File: src/rtl/core/spectral_peak_interpolator_assert.svh
// Assertion macros used by the spectral peak interpolator top level.
`ifndef SPECTRAL_PEAK_INTERPOLATOR_ASSERT_SVH
`define SPECTRAL_PEAK_INTERPOLATOR_ASSERT_SVH

// same-cycle implication, disabled during reset
`define SPI_ASSERT_IMPLIES(label, clk, rst_n, cond, expr) \
	label: assert property (@(posedge clk) disable iff (!rst_n) (cond) |-> (expr)) \
		else $error("spectral_peak_interpolator: assertion failed");

// next-cycle implication, disabled during reset
`define SPI_ASSERT_NEXT(label, clk, rst_n, cond, expr) \
	label: assert property (@(posedge clk) disable iff (!rst_n) (cond) |=> (expr)) \
		else $error("spectral_peak_interpolator: assertion failed");

`endif

File: src/rtl/core/spi_pkg.sv
// Shared constants, types and state encoding for the spectral peak interpolator.
`default_nettype none

package spi_pkg;

	localparam int MAX_VECTOR_LEN_DEF = 1024;
	localparam int SAMPLE_WIDTH_DEF   = 16;

	localparam int VLEN_W = 11;
	localparam logic [VLEN_W-1:0] VLEN_RESET = 11'd1024;

	localparam int PEAK_BIN_W  = 10;
	localparam int OFFSET_W    = 16;
	localparam int OUT_TDATA_W = ((PEAK_BIN_W + OFFSET_W + 7) / 8) * 8;

	// Q2.13 scaled by two more for round-half-up: floor((N*2^14 + D) / 2D)
	localparam int FRAC_SHIFT = 14;
	// quotient bits; the top bit only flags overflow into saturation
	localparam int QUO_W = OFFSET_W + 1;
	localparam logic [QUO_W-1:0] NEG_LIMIT = QUO_W'(1) << (OFFSET_W - 1);
	localparam logic [QUO_W-1:0] POS_LIMIT = NEG_LIMIT - QUO_W'(1);
	localparam logic [OFFSET_W-1:0] OFFSET_MAX = {1'b0, {(OFFSET_W-1){1'b1}}};
	localparam logic [OFFSET_W-1:0] OFFSET_MIN = {1'b1, {(OFFSET_W-1){1'b0}}};

	localparam int JOB_FIFO_DEPTH = 2;

	typedef enum logic [3:0] {
		B_IDLE,
		B_DIFF,
		B_MUL_DD,
		B_MUL_II,
		B_MUL_ND,
		B_MUL_NI,
		B_COMB,
		B_PREP,
		B_DIV,
		B_DONE
	} back_state_t;

	typedef struct packed {
		logic                  offset_forced_zero;
		logic [OFFSET_W-1:0]   frac_offset;
		logic [PEAK_BIN_W-1:0] peak_bin;
	} result_t;

endpackage

`default_nettype wire

File: src/rtl/core/spi_job_fifo.sv
// Small register FIFO carrying per-vector peak jobs from front to back.
`default_nettype none

module spi_job_fifo #(
	parameter int WIDTH = 8,
	parameter int DEPTH = spi_pkg::JOB_FIFO_DEPTH
) (
	input  logic             clk,
	input  logic             arst_n,
	input  logic             push,
	input  logic [WIDTH-1:0] wr_data,
	output logic             full,
	input  logic             pop,
	output logic [WIDTH-1:0] rd_data,
	output logic             empty
);

	localparam int AW = (DEPTH > 1) ? $clog2(DEPTH) : 1;
	localparam int CNTW = $clog2(DEPTH + 1);

	logic [WIDTH-1:0] mem_q [DEPTH];
	logic [AW-1:0]    wr_ptr_q;
	logic [AW-1:0]    rd_ptr_q;
	logic [CNTW-1:0]  cnt_q;

	assign full    = (cnt_q == CNTW'(DEPTH));
	assign empty   = (cnt_q == '0);
	assign rd_data = mem_q[rd_ptr_q];

	always_ff @(posedge clk or negedge arst_n) begin
		if (!arst_n) begin
			wr_ptr_q <= '0;
			rd_ptr_q <= '0;
			cnt_q    <= '0;
		end else begin
			if (push) begin
				wr_ptr_q <= (wr_ptr_q == AW'(DEPTH - 1)) ? '0 : wr_ptr_q + AW'(1);
			end
			if (pop) begin
				rd_ptr_q <= (rd_ptr_q == AW'(DEPTH - 1)) ? '0 : rd_ptr_q + AW'(1);
			end
			if (push && !pop) begin
				cnt_q <= cnt_q + CNTW'(1);
			end else if (pop && !push) begin
				cnt_q <= cnt_q - CNTW'(1);
			end
		end
	end

	always_ff @(posedge clk) begin
		if (push) begin
			mem_q[wr_ptr_q] <= wr_data;
		end
	end

endmodule

`default_nettype wire

File: src/rtl/core/spi_front.sv
// Front end: squares each bin, tracks the peak and its neighbors, emits one job per vector.
`default_nettype none

module spi_front #(
	parameter int MAX_VECTOR_LEN = spi_pkg::MAX_VECTOR_LEN_DEF,
	parameter int SAMPLE_WIDTH   = spi_pkg::SAMPLE_WIDTH_DEF
) (
	input  logic                             clk,
	input  logic                             arst_n,
	input  logic [spi_pkg::VLEN_W-1:0]       vector_len,
	input  logic                             in_valid,
	output logic                             in_ready,
	input  logic signed [SAMPLE_WIDTH-1:0]   in_re,
	input  logic signed [SAMPLE_WIDTH-1:0]   in_im,
	output logic                             job_push,
	// {edge, peak index, right, peak, left}; each sample is {im, re}
	output logic [6*SAMPLE_WIDTH+$clog2(MAX_VECTOR_LEN):0] job_data,
	input  logic                             job_full
);

	localparam int SW    = SAMPLE_WIDTH;
	localparam int BW    = $clog2(MAX_VECTOR_LEN);
	localparam int CW    = (BW + 1 > spi_pkg::VLEN_W) ? BW + 1 : spi_pkg::VLEN_W;
	localparam int PW    = 2 * SW;
	localparam int CPX_W = 2 * SW;
	localparam logic [CW-1:0] MAX_LEN = CW'(MAX_VECTOR_LEN);

	// stage 1: sample and its squared parts
	logic                 v_s1;
	logic signed [SW-1:0] re_s1;
	logic signed [SW-1:0] im_s1;
	logic [PW-1:0]        pre_s1;
	logic [PW-1:0]        pim_s1;

	// per-vector tracking state
	logic [BW-1:0]    cnt_q;
	logic [BW-1:0]    bidx_q;
	logic [PW-1:0]    best_q;
	logic [CPX_W-1:0] prev_q;
	logic [CPX_W-1:0] left_q;
	logic [CPX_W-1:0] peak_q;
	logic [CPX_W-1:0] right_q;
	logic             rpend_q;

	logic signed [PW-1:0] sq_re;
	logic signed [PW-1:0] sq_im;
	logic [PW-1:0]        pw;
	logic [CPX_W-1:0]     cur;
	logic [CW-1:0]        len_raw;
	logic [CW-1:0]        len_eff;
	logic [CW-1:0]        cnt_inc;
	logic                 is_last;
	logic                 take;
	logic                 commit;
	logic [BW-1:0]        idx_n;
	logic [CPX_W-1:0]     l_n;
	logic [CPX_W-1:0]     p_n;
	logic [CPX_W-1:0]     r_n;
	logic                 edge_n;

	always_comb begin
		sq_re = in_re * in_re;
		sq_im = in_im * in_im;
	end

	always_comb begin
		len_raw = CW'(vector_len);
		if (len_raw == '0) begin
			len_eff = CW'(1);
		end else if (len_raw > MAX_LEN) begin
			len_eff = MAX_LEN;
		end else begin
			len_eff = len_raw;
		end
		cnt_inc = CW'(cnt_q) + CW'(1);
		is_last = (cnt_inc >= len_eff);
	end

	always_comb begin
		pw     = pre_s1 + pim_s1;
		cur    = {im_s1, re_s1};
		take   = (cnt_q == '0) || (pw > best_q);
		commit = v_s1 && (!is_last || !job_full);
		in_ready = !v_s1 || commit;

		idx_n  = take ? cnt_q : bidx_q;
		l_n    = take ? prev_q : left_q;
		p_n    = take ? cur : peak_q;
		r_n    = (!take && rpend_q) ? cur : right_q;
		edge_n = (idx_n == '0) || (idx_n == cnt_q);

		job_push = commit && is_last;
		job_data = {edge_n, idx_n, r_n, p_n, l_n};
	end

	always_ff @(posedge clk or negedge arst_n) begin
		if (!arst_n) begin
			v_s1    <= 1'b0;
			cnt_q   <= '0;
			rpend_q <= 1'b0;
		end else begin
			if (in_ready) begin
				v_s1 <= in_valid;
			end
			if (commit) begin
				cnt_q   <= is_last ? '0 : cnt_inc[BW-1:0];
				rpend_q <= take;
			end
		end
	end

	always_ff @(posedge clk) begin
		if (in_valid && in_ready) begin
			re_s1  <= in_re;
			im_s1  <= in_im;
			pre_s1 <= sq_re;
			pim_s1 <= sq_im;
		end
		if (commit) begin
			prev_q <= cur;
			if (take) begin
				best_q <= pw;
				bidx_q <= cnt_q;
				peak_q <= cur;
				left_q <= prev_q;
			end else if (rpend_q) begin
				right_q <= cur;
			end
		end
	end

endmodule

`default_nettype wire

File: src/rtl/core/spi_back.sv
// Back end: sequenced Jacobsen offset on one shared multiplier and a restoring divider.
`default_nettype none

module spi_back #(
	parameter int MAX_VECTOR_LEN = spi_pkg::MAX_VECTOR_LEN_DEF,
	parameter int SAMPLE_WIDTH   = spi_pkg::SAMPLE_WIDTH_DEF
) (
	input  logic                clk,
	input  logic                arst_n,
	input  logic                job_empty,
	output logic                job_pop,
	input  logic [6*SAMPLE_WIDTH+$clog2(MAX_VECTOR_LEN):0] job_data,
	output logic                out_valid,
	input  logic                out_ready,
	output spi_pkg::result_t    out_result
);

	localparam int SW     = SAMPLE_WIDTH;
	localparam int BW     = $clog2(MAX_VECTOR_LEN);
	localparam int CPX_W  = 2 * SW;
	localparam int DW     = SW + 2;
	localparam int MW     = 2 * DW;
	localparam int DSUM_W = MW + 1;
	localparam int XW     = MW + 2 + spi_pkg::QUO_W;
	localparam int DCW    = $clog2(spi_pkg::QUO_W);

	spi_pkg::back_state_t state_q;
	spi_pkg::back_state_t state_d;

	logic [CPX_W-1:0] l_q;
	logic [CPX_W-1:0] p_q;
	logic [CPX_W-1:0] r_q;
	logic [BW-1:0]    idx_q;
	logic             edge_q;

	logic [DW-1:0]  nr_mag_q;
	logic [DW-1:0]  ni_mag_q;
	logic [DW-1:0]  dr_mag_q;
	logic [DW-1:0]  di_mag_q;
	logic           s_nr_q;
	logic           s_ni_q;
	logic           s_dr_q;
	logic           s_di_q;
	logic           dz_q;
	logic           forced_q;
	logic [MW-1:0]  prod_q;
	logic [DSUM_W-1:0] d_q;
	logic [MW-1:0]  m1_q;
	logic [DSUM_W-1:0] nmag_q;
	logic           neg_q;
	logic [XW-1:0]  rem_q;
	logic [XW-1:0]  t_q;
	logic [spi_pkg::QUO_W-1:0] q_q;
	logic [DCW-1:0] div_cnt_q;

	logic             out_valid_q;
	spi_pkg::result_t result_q;

	logic signed [SW-1:0] l_re, l_im, p_re, p_im, r_re, r_im;
	logic signed [DW-1:0] nr_x, ni_x, dr_x, di_x;
	logic [DW-1:0]        nr_mag, ni_mag, dr_mag, di_mag;
	logic [DW-1:0]        mul_a;
	logic [DW-1:0]        mul_b;
	logic                 s1, s2;
	logic [DSUM_W-1:0]    nmag;
	logic                 neg;
	logic                 ge;
	logic                 out_load;
	logic [spi_pkg::OFFSET_W-1:0] off;
	logic [BW+spi_pkg::PEAK_BIN_W-1:0] idx_ext;

	// differences of the captured neighbors
	always_comb begin
		l_re = l_q[SW-1:0];
		l_im = l_q[CPX_W-1:SW];
		p_re = p_q[SW-1:0];
		p_im = p_q[CPX_W-1:SW];
		r_re = r_q[SW-1:0];
		r_im = r_q[CPX_W-1:SW];
		nr_x = DW'(r_re) - DW'(l_re);
		ni_x = DW'(r_im) - DW'(l_im);
		dr_x = (DW'(p_re) <<< 1) - DW'(l_re) - DW'(r_re);
		di_x = (DW'(p_im) <<< 1) - DW'(l_im) - DW'(r_im);
		nr_mag = nr_x[DW-1] ? -nr_x : nr_x;
		ni_mag = ni_x[DW-1] ? -ni_x : ni_x;
		dr_mag = dr_x[DW-1] ? -dr_x : dr_x;
		di_mag = di_x[DW-1] ? -di_x : di_x;
	end

	// shared multiplier operands
	always_comb begin
		case (state_q)
			spi_pkg::B_MUL_II: begin
				mul_a = di_mag_q;
				mul_b = di_mag_q;
			end
			spi_pkg::B_MUL_ND: begin
				mul_a = nr_mag_q;
				mul_b = dr_mag_q;
			end
			spi_pkg::B_MUL_NI: begin
				mul_a = ni_mag_q;
				mul_b = di_mag_q;
			end
			default: begin
				mul_a = dr_mag_q;
				mul_b = dr_mag_q;
			end
		endcase
	end

	// signed numerator Re(conj-free) = nr*dr + ni*di, as magnitude and sign
	always_comb begin
		s1 = s_nr_q ^ s_dr_q;
		s2 = s_ni_q ^ s_di_q;
		if (s1 == s2) begin
			nmag = DSUM_W'(m1_q) + DSUM_W'(prod_q);
			neg  = s1;
		end else if (m1_q >= prod_q) begin
			nmag = DSUM_W'(m1_q - prod_q);
			neg  = s1;
		end else begin
			nmag = DSUM_W'(prod_q - m1_q);
			neg  = s2;
		end
		ge = (rem_q >= t_q);
	end

	always_comb begin
		if (forced_q) begin
			off = '0;
		end else if (neg_q) begin
			off = (q_q > spi_pkg::NEG_LIMIT) ? spi_pkg::OFFSET_MIN
				: spi_pkg::OFFSET_W'(spi_pkg::QUO_W'(0) - q_q);
		end else begin
			off = (q_q > spi_pkg::POS_LIMIT) ? spi_pkg::OFFSET_MAX
				: spi_pkg::OFFSET_W'(q_q);
		end
		idx_ext = {{spi_pkg::PEAK_BIN_W{1'b0}}, idx_q};
	end

	// next state
	always_comb begin
		state_d = state_q;
		case (state_q)
			spi_pkg::B_IDLE:   if (!job_empty) state_d = spi_pkg::B_DIFF;
			spi_pkg::B_DIFF:   state_d = edge_q ? spi_pkg::B_DONE : spi_pkg::B_MUL_DD;
			spi_pkg::B_MUL_DD: state_d = dz_q ? spi_pkg::B_DONE : spi_pkg::B_MUL_II;
			spi_pkg::B_MUL_II: state_d = spi_pkg::B_MUL_ND;
			spi_pkg::B_MUL_ND: state_d = spi_pkg::B_MUL_NI;
			spi_pkg::B_MUL_NI: state_d = spi_pkg::B_COMB;
			spi_pkg::B_COMB:   state_d = spi_pkg::B_PREP;
			spi_pkg::B_PREP:   state_d = spi_pkg::B_DIV;
			spi_pkg::B_DIV:    if (div_cnt_q == '0) state_d = spi_pkg::B_DONE;
			spi_pkg::B_DONE:   if (!out_valid_q || out_ready) state_d = spi_pkg::B_IDLE;
			default:           state_d = spi_pkg::B_IDLE;
		endcase
	end

	// outputs of the sequencer
	always_comb begin
		job_pop  = 1'b0;
		out_load = 1'b0;
		case (state_q)
			spi_pkg::B_IDLE: job_pop  = !job_empty;
			spi_pkg::B_DONE: out_load = !out_valid_q || out_ready;
			default: begin
				job_pop  = 1'b0;
				out_load = 1'b0;
			end
		endcase
	end

	always_ff @(posedge clk or negedge arst_n) begin
		if (!arst_n) begin
			state_q     <= spi_pkg::B_IDLE;
			div_cnt_q   <= '0;
			out_valid_q <= 1'b0;
		end else begin
			state_q <= state_d;
			if (state_q == spi_pkg::B_PREP) begin
				div_cnt_q <= DCW'(spi_pkg::QUO_W - 1);
			end else if (state_q == spi_pkg::B_DIV) begin
				div_cnt_q <= div_cnt_q - DCW'(1);
			end
			if (out_load) begin
				out_valid_q <= 1'b1;
			end else if (out_ready) begin
				out_valid_q <= 1'b0;
			end
		end
	end

	always_ff @(posedge clk) begin
		case (state_q)
			spi_pkg::B_IDLE: begin
				if (job_pop) begin
					l_q    <= job_data[CPX_W-1:0];
					p_q    <= job_data[2*CPX_W-1:CPX_W];
					r_q    <= job_data[3*CPX_W-1:2*CPX_W];
					idx_q  <= job_data[3*CPX_W+BW-1:3*CPX_W];
					edge_q <= job_data[3*CPX_W+BW];
				end
			end
			spi_pkg::B_DIFF: begin
				nr_mag_q <= nr_mag;
				ni_mag_q <= ni_mag;
				dr_mag_q <= dr_mag;
				di_mag_q <= di_mag;
				s_nr_q   <= nr_x[DW-1];
				s_ni_q   <= ni_x[DW-1];
				s_dr_q   <= dr_x[DW-1];
				s_di_q   <= di_x[DW-1];
				dz_q     <= (dr_x == '0) && (di_x == '0);
				forced_q <= edge_q;
			end
			spi_pkg::B_MUL_DD: begin
				prod_q <= mul_a * mul_b;
				if (dz_q) begin
					forced_q <= 1'b1;
				end
			end
			spi_pkg::B_MUL_II: begin
				prod_q <= mul_a * mul_b;
				d_q    <= DSUM_W'(prod_q);
			end
			spi_pkg::B_MUL_ND: begin
				prod_q <= mul_a * mul_b;
				d_q    <= d_q + DSUM_W'(prod_q);
			end
			spi_pkg::B_MUL_NI: begin
				prod_q <= mul_a * mul_b;
				m1_q   <= prod_q;
			end
			spi_pkg::B_COMB: begin
				nmag_q <= nmag;
				neg_q  <= !neg;
			end
			spi_pkg::B_PREP: begin
				rem_q <= (XW'(nmag_q) << spi_pkg::FRAC_SHIFT) + XW'(d_q);
				t_q   <= XW'(d_q) << spi_pkg::QUO_W;
				q_q   <= '0;
			end
			spi_pkg::B_DIV: begin
				if (ge) begin
					rem_q <= rem_q - t_q;
				end
				q_q <= {q_q[spi_pkg::QUO_W-2:0], ge};
				t_q <= t_q >> 1;
			end
			default: begin
			end
		endcase
		if (out_load) begin
			result_q.peak_bin           <= idx_ext[spi_pkg::PEAK_BIN_W-1:0];
			result_q.frac_offset        <= off;
			result_q.offset_forced_zero <= forced_q;
		end
	end

	assign out_valid  = out_valid_q;
	assign out_result = result_q;

endmodule

`default_nettype wire

File: src/rtl/core/spectral_peak_interpolator.sv
// Top level of the spectral peak interpolator (Jacobsen frequency estimator).
// Accepts one complex bin per clock on the slave stream; vector_len bins (0 acts as 1,
// values above MAX_VECTOR_LEN clamp to it) form one vector, and each vector yields one
// master transaction with the peak bin, the signed Q2.13 Jacobsen offset and a flag set
// when the offset was forced to zero (edge peak or zero denominator). The front end
// squares and compares one bin per clock; a two-entry job queue hands each finished
// vector to the back end, which works out the offset in a sequence of states on one shared
// multiplier and a one-bit-per-cycle divider. Short vectors can therefore hold off input
// once the queue is full; long vectors stream at one bin per clock. The result sits in
// an output register, and configuration writes take effect on the next bin.
`default_nettype none
`include "spectral_peak_interpolator_assert.svh"

module spectral_peak_interpolator #(
	parameter int MAX_VECTOR_LEN = spi_pkg::MAX_VECTOR_LEN_DEF,
	parameter int SAMPLE_WIDTH   = spi_pkg::SAMPLE_WIDTH_DEF
) (
	input  logic                             clk,
	input  logic                             arst_n,
	input  logic                             cfg_we,
	input  logic [spi_pkg::VLEN_W-1:0]       cfg_wdata,    // vector_len
	input  logic                             s_tvalid,
	output logic                             s_tready,
	input  logic [((2*SAMPLE_WIDTH+7)/8)*8-1:0] s_tdata,  // sample_re, sample_im
	output logic                             m_tvalid,
	input  logic                             m_tready,
	output logic [spi_pkg::OUT_TDATA_W-1:0]  m_tdata,      // peak_bin, frac_offset
	output logic                             m_tuser       // offset_forced_zero
);

	localparam int JOB_W = 6 * SAMPLE_WIDTH + $clog2(MAX_VECTOR_LEN) + 1;

	logic [spi_pkg::VLEN_W-1:0] vlen_q;
	logic                       job_push;
	logic                       job_pop;
	logic                       job_full;
	logic                       job_empty;
	logic [JOB_W-1:0]           job_wr;
	logic [JOB_W-1:0]           job_rd;
	spi_pkg::result_t           result;

	always_ff @(posedge clk or negedge arst_n) begin
		if (!arst_n) begin
			vlen_q <= spi_pkg::VLEN_RESET;
		end else if (cfg_we) begin
			vlen_q <= cfg_wdata;
		end
	end

	spi_front #(
		.MAX_VECTOR_LEN (MAX_VECTOR_LEN),
		.SAMPLE_WIDTH   (SAMPLE_WIDTH)
	) u_front (
		.clk        (clk),
		.arst_n     (arst_n),
		.vector_len (vlen_q),
		.in_valid   (s_tvalid),
		.in_ready   (s_tready),
		.in_re      (s_tdata[SAMPLE_WIDTH-1:0]),
		.in_im      (s_tdata[2*SAMPLE_WIDTH-1:SAMPLE_WIDTH]),
		.job_push   (job_push),
		.job_data   (job_wr),
		.job_full   (job_full)
	);

	spi_job_fifo #(
		.WIDTH (JOB_W),
		.DEPTH (spi_pkg::JOB_FIFO_DEPTH)
	) u_fifo (
		.clk     (clk),
		.arst_n  (arst_n),
		.push    (job_push),
		.wr_data (job_wr),
		.full    (job_full),
		.pop     (job_pop),
		.rd_data (job_rd),
		.empty   (job_empty)
	);

	spi_back #(
		.MAX_VECTOR_LEN (MAX_VECTOR_LEN),
		.SAMPLE_WIDTH   (SAMPLE_WIDTH)
	) u_back (
		.clk        (clk),
		.arst_n     (arst_n),
		.job_empty  (job_empty),
		.job_pop    (job_pop),
		.job_data   (job_rd),
		.out_valid  (m_tvalid),
		.out_ready  (m_tready),
		.out_result (result)
	);

	assign m_tdata = spi_pkg::OUT_TDATA_W'({result.frac_offset, result.peak_bin});
	assign m_tuser = result.offset_forced_zero;

	`SPI_ASSERT_IMPLIES(a_no_push_when_full, clk, arst_n, job_push, !job_full)
	`SPI_ASSERT_IMPLIES(a_no_pop_when_empty, clk, arst_n, job_pop, !job_empty)
	`SPI_ASSERT_NEXT(a_push_leaves_job, clk, arst_n, job_push, !job_empty)
	`SPI_ASSERT_IMPLIES(a_forced_is_zero, clk, arst_n, m_tvalid && m_tuser, result.frac_offset == '0)

endmodule

`default_nettype wire

File: config.mk
export PLATFORM = sky130hd
export DESIGN_NAME = spectral_peak_interpolator
export DESIGN_NICKNAME = d
export VERILOG_FILES = /design/src/rtl/core/spi_pkg.sv /design/src/rtl/core/spi_job_fifo.sv /design/src/rtl/core/spi_front.sv /design/src/rtl/core/spi_back.sv /design/src/rtl/core/spectral_peak_interpolator.sv
export VERILOG_INCLUDE_DIRS = /design/src /design/src/rtl/core
export SDC_FILE = /design/constraint.sdc
export NUM_CORES = 2
export LEC_CHECK = 0
export BUFFER_PORTS_ARGS = -buffer_cell sky130_fd_sc_hd__buf_4
export CORE_ASPECT_RATIO = 1.25
export CORE_MARGIN = 2
export CORE_UTILIZATION = 36
export CTS_CLUSTER_DIAMETER = 200
export DETAILED_ROUTE_END_ITERATION = 7
export HOLD_SLACK_MARGIN = 0.12
export PLACE_DENSITY = 0.49
export SLEW_MARGIN = 5
export SYNTH_ARGS = -nofsm -noshare
export SYNTH_HDL_FRONTEND = slang
export SYNTH_HIERARCHICAL = 1
export SYNTH_SLANG_ARGS = --single-unit
File: constraint.sdc
create_clock -name clk -period 39 [get_ports clk]
set_input_delay 1.95 -clock clk [delete_from_list [all_inputs] [get_ports clk]]
set_output_delay 1.95 -clock clk [all_outputs]
set_load 0.02 [all_outputs]
==> results.sh <==
export IMPL_outcome="completed"
export IMPL_hold_buffers=0
export IMPL_synth_most_common_cell="inv_1"
export IMPL_fin_nets=9475
export IMPL_first_pass_iters=6
export IMPL_synth_top_area_cell="edfxtp_1"
export IMPL_routed_wl_um=225000
export IMPL_ant_nets=0
export IMPL_first_global_vias=59770
export IMPL_synthFlopType="edfxtp_1"
export IMPL_start_util_pct=36.1
export IMPL_critical_path_max_fanout=42
export IMPL_ys_seq_elements=998
export IMPL_wire_per_inst_um=20.1
export IMPL_finalHoldViolCount=0
export IMPL_clock_sinks=998
export IMPL_arrival_ns=9.85
export IMPL_seq_area_frac_synth_pct=35.5
export IMPL_rsz0062_at_grt="no"
export IMPL_antenna_found_initial=3
export IMPL_grt_pass1_wl_um=350000
export IMPL_drc=0
export IMPL_maxSlewHeadroom_pct=22.3
export IMPL_synth_commonest_cells="inv_1 (1351), edfxtp_1 (961), fa_1 (776)"
export IMPL_synth_top_cell_area_share_pct=34.4
export IMPL_crit_required_ns=39.51
export IMPL_final_max_slew_viol_count=0
export IMPL_avgSynthCellArea_um2=10.5
export IMPL_drive_gt1_share_pct=7.92
export IMPL_setup_violations=0
export IMPL_fmax_mhz=107
export IMPL_track_usage_pct=19.0
export IMPL_gp_congestion=0.904
export IMPL_clockBufferDepth=3
export IMPL_fp_dieW_um=436
export IMPL_synthesis_area_um2=83900
export IMPL_period_needed_ns=9.34
export IMPL_port_buffers=76
export IMPL_min_period_over_period_pct=23.9
export IMPL_synth_edf_count=961
export IMPL_tns_ns=0
export IMPL_finClkSkew_ns=0.0736
export IMPL_clock_root_buffer="clkbuf_16"
export IMPL_synthToLayoutAreaGrowth_pct=9.43
export IMPL_overflow=0
export IMPL_crit_top_cell="fa_1"
export IMPL_tightest_slew_ns=1.14
export IMPL_hold_class="flip-flop to flip-flop"
export IMPL_cts_resized=0
export IMPL_maxCapViolations=0
export IMPL_grt_max_degree=79
export IMPL_cts_clk_slew_worst_paths_ns=0.06
export IMPL_rows=198
export IMPL_cts_tree="done"
export IMPL_ys_top_cells_by_area="edfxtp_1 (34%), fa_1 (19%), ha_1 (10%), inv_1 (6.0%), nand2_1 (3.2%)"
export IMPL_htree_levels=3
export IMPL_cp_end_kind="flip-flop"
export IMPL_start_kind="flip-flop"
export IMPL_via_per_inst=5.02
export IMPL_via_count=56109
export IMPL_syn_inst=7966
export IMPL_postCtsSetupRepairBufs=0
export IMPL_coreArea_um2=232000
export IMPL_fp_dieH_um=544
export IMPL_postSynth_asyncResetShare_pct=3.71
export IMPL_ys_types=93
export IMPL_crit_path_max_incr_delay_ns=0.84
export IMPL_ys_warn_count=6
export IMPL_die_area_um2=237000
export IMPL_crit_type="flip-flop to flip-flop"
export IMPL_crit_slowest_cell="a21oi_2"
export IMPL_drt_initial_drc_count=2867
export IMPL_numCtsBuffers=112
export IMPL_clk_latency_ns=0.76
export IMPL_ios=83
export IMPL_place_detailed_hpwl_um=175000
==> cell type report <==
type / instances / area (um^2)
diodes: 1 / 2.50
clock buffers: 129 / 2920
clock inverters: 84 / 952
fillers: 22908 / 141000
inverters: 1355 / 5090
multi-input cells: 5366 / 48200
flip-flops and latches: 998 / 29800
well taps: 3100 / 3880
repair buffers: 137 / 1030
==> path summary, 6_finish.rpt <==
kind                                   start              endpoint  slack, ns  cells past startpoint
min in group asynchronous             arst_n     u_back/state_q[0]       1.20                      1
max                        u_back/state_q[0]     u_back/prod_q[35]      29.66                     29
max reg2reg                u_back/state_q[0]     u_back/prod_q[35]      29.66                     29
min                          u_back/idx_q[5]  u_back/out_result[5]       0.41                      0
max in group asynchronous             arst_n       u_fifo/rd_ptr_q      37.37                      1
min reg2reg                  u_back/idx_q[5]  u_back/out_result[5]       0.41                      0
==> through the flow <==
| stage | instances | area [um^2] | hold WS [ns] | util [%] | setup WS (ns) |
|---|---|---|---|---|---|
| 5_1_grt | 11170 | 91900 | 0.422 | 39.5 | 29.15 |
| 6_report | 11170 | 91900 | 0.412 | 39.5 | 29.66 |
| 4_1_cts | 11169 | 91900 | 0.418 | 39.5 | 29.73 |
| 2_1_floorplan | 7972 | 84000 | 0.400 | - | 26.46 |
| 3_3_place_gp | 10956 | 88000 | 0.405 | 37.9 | 29.82 |
| 3_5_place_dp | 10956 | 88000 | 0.405 | 37.9 | 29.76 |
==> critical path: cells and delay by family (launching register included) <==
family,cells,cell delay [ns]
xor gates and xnor gates,1,0.08
AOI/OAI and AO/OA,10,2.71
DFF,1,0.67
buffers and inverters,4,0.58
and+or+nand+nor,7,1.47
adders and majority gates,7,3.53
==> placed cells by master (no fill, tap or decap), drive strengths merged, types with 12 or more instances in the layout <==
| master | netlist | final |
|---|---|---|
| dfrtp | 36 | 36 |
| a31oi | 46 | 46 |
| a211oi | 52 | 52 |
| and3 | 45 | 45 |
| fa | 776 | 776 |
| clkbuf | 189 | 129 |
| a21o | 182 | 182 |
| nand4 | 56 | 56 |
| nor4 | 27 | 27 |
| or3 | 29 | 29 |
| nor3 | 77 | 77 |
| o21ai | 325 | 325 |
| o31a | 12 | 12 |
| a21oi | 404 | 404 |
| mux2 | 232 | 232 |
| nand3 | 81 | 81 |
| nand2 | 716 | 716 |
| nand4b | 12 | 12 |
| nor2b | 53 | 53 |
| and2 | 125 | 125 |
| o21a | 48 | 48 |
| edfxtp | 961 | 961 |
| o21bai | 55 | 55 |
| nor2 | 488 | 488 |
| bufinv | 0 | 15 |
| a221oi | 19 | 19 |
| buf | 64 | 137 |
| ha | 681 | 681 |
| a22oi | 21 | 21 |
| o211ai | 36 | 36 |
| mux2i | 43 | 43 |
| nand2b | 69 | 69 |
| o31ai | 38 | 38 |
| xnor2 | 302 | 302 |
| or2 | 24 | 24 |
| inv | 1354 | 1364 |
| a21boi | 17 | 17 |
| xor2 | 126 | 126 |
| clkinv | 1 | 53 |
==> layer usage <==
| metal | GRT usage (%) | vias up | routed length, um |
|---|---|---|---|
| li1 | - | 26635 | - |
| met1 | 21.3 | 28076 | 87500 |
| met2 | 37.0 | 1029 | 123000 |
| met3 | 1.89 | 369 | 6290 |
| met4 | 6.46 | 0 | 8180 |
| met5 | 0 | - | 0 |
==> registers in the layout (all words and copies together), names as in the netlist, 30 cells and up <==
| signal | count |
|---|---|
| u_back/d_q | 37 |
| u_back/l_q | 32 |
| u_back/m1_q | 36 |
| u_back/nmag_q | 37 |
| u_back/p_q | 32 |
| u_back/prod_q | 36 |
| u_back/r_q | 32 |
| u_back/rem_q | 55 |
| u_back/t_q | 54 |
| u_fifo/mem_q | 214 |
| u_front/best_q | 32 |
| u_front/left_q | 32 |
| u_front/peak_q | 32 |
| u_front/pim_s1 | 30 |
| u_front/pre_s1 | 30 |
| u_front/prev_q | 32 |
| u_front/right_q | 32 |
==> cell families after synthesis <==
| kind of cell | share of synthesized area (%) |
|---|---|
| adders and majority gates | 28.7 |
| muxes | 3.77 |
| and+or+nand+nor | 9.98 |
| buffers and inverters | 7.34 |
| other | 0.00895 |
| AOI/OAI and AO/OA | 10.3 |
| xor gates and xnor gates | 4.47 |
| DFF | 35.5 |
Power is left out: the tool's default activity adds up to more than one toggle a clock period on the data nets, which glitch-free logic cannot reach.
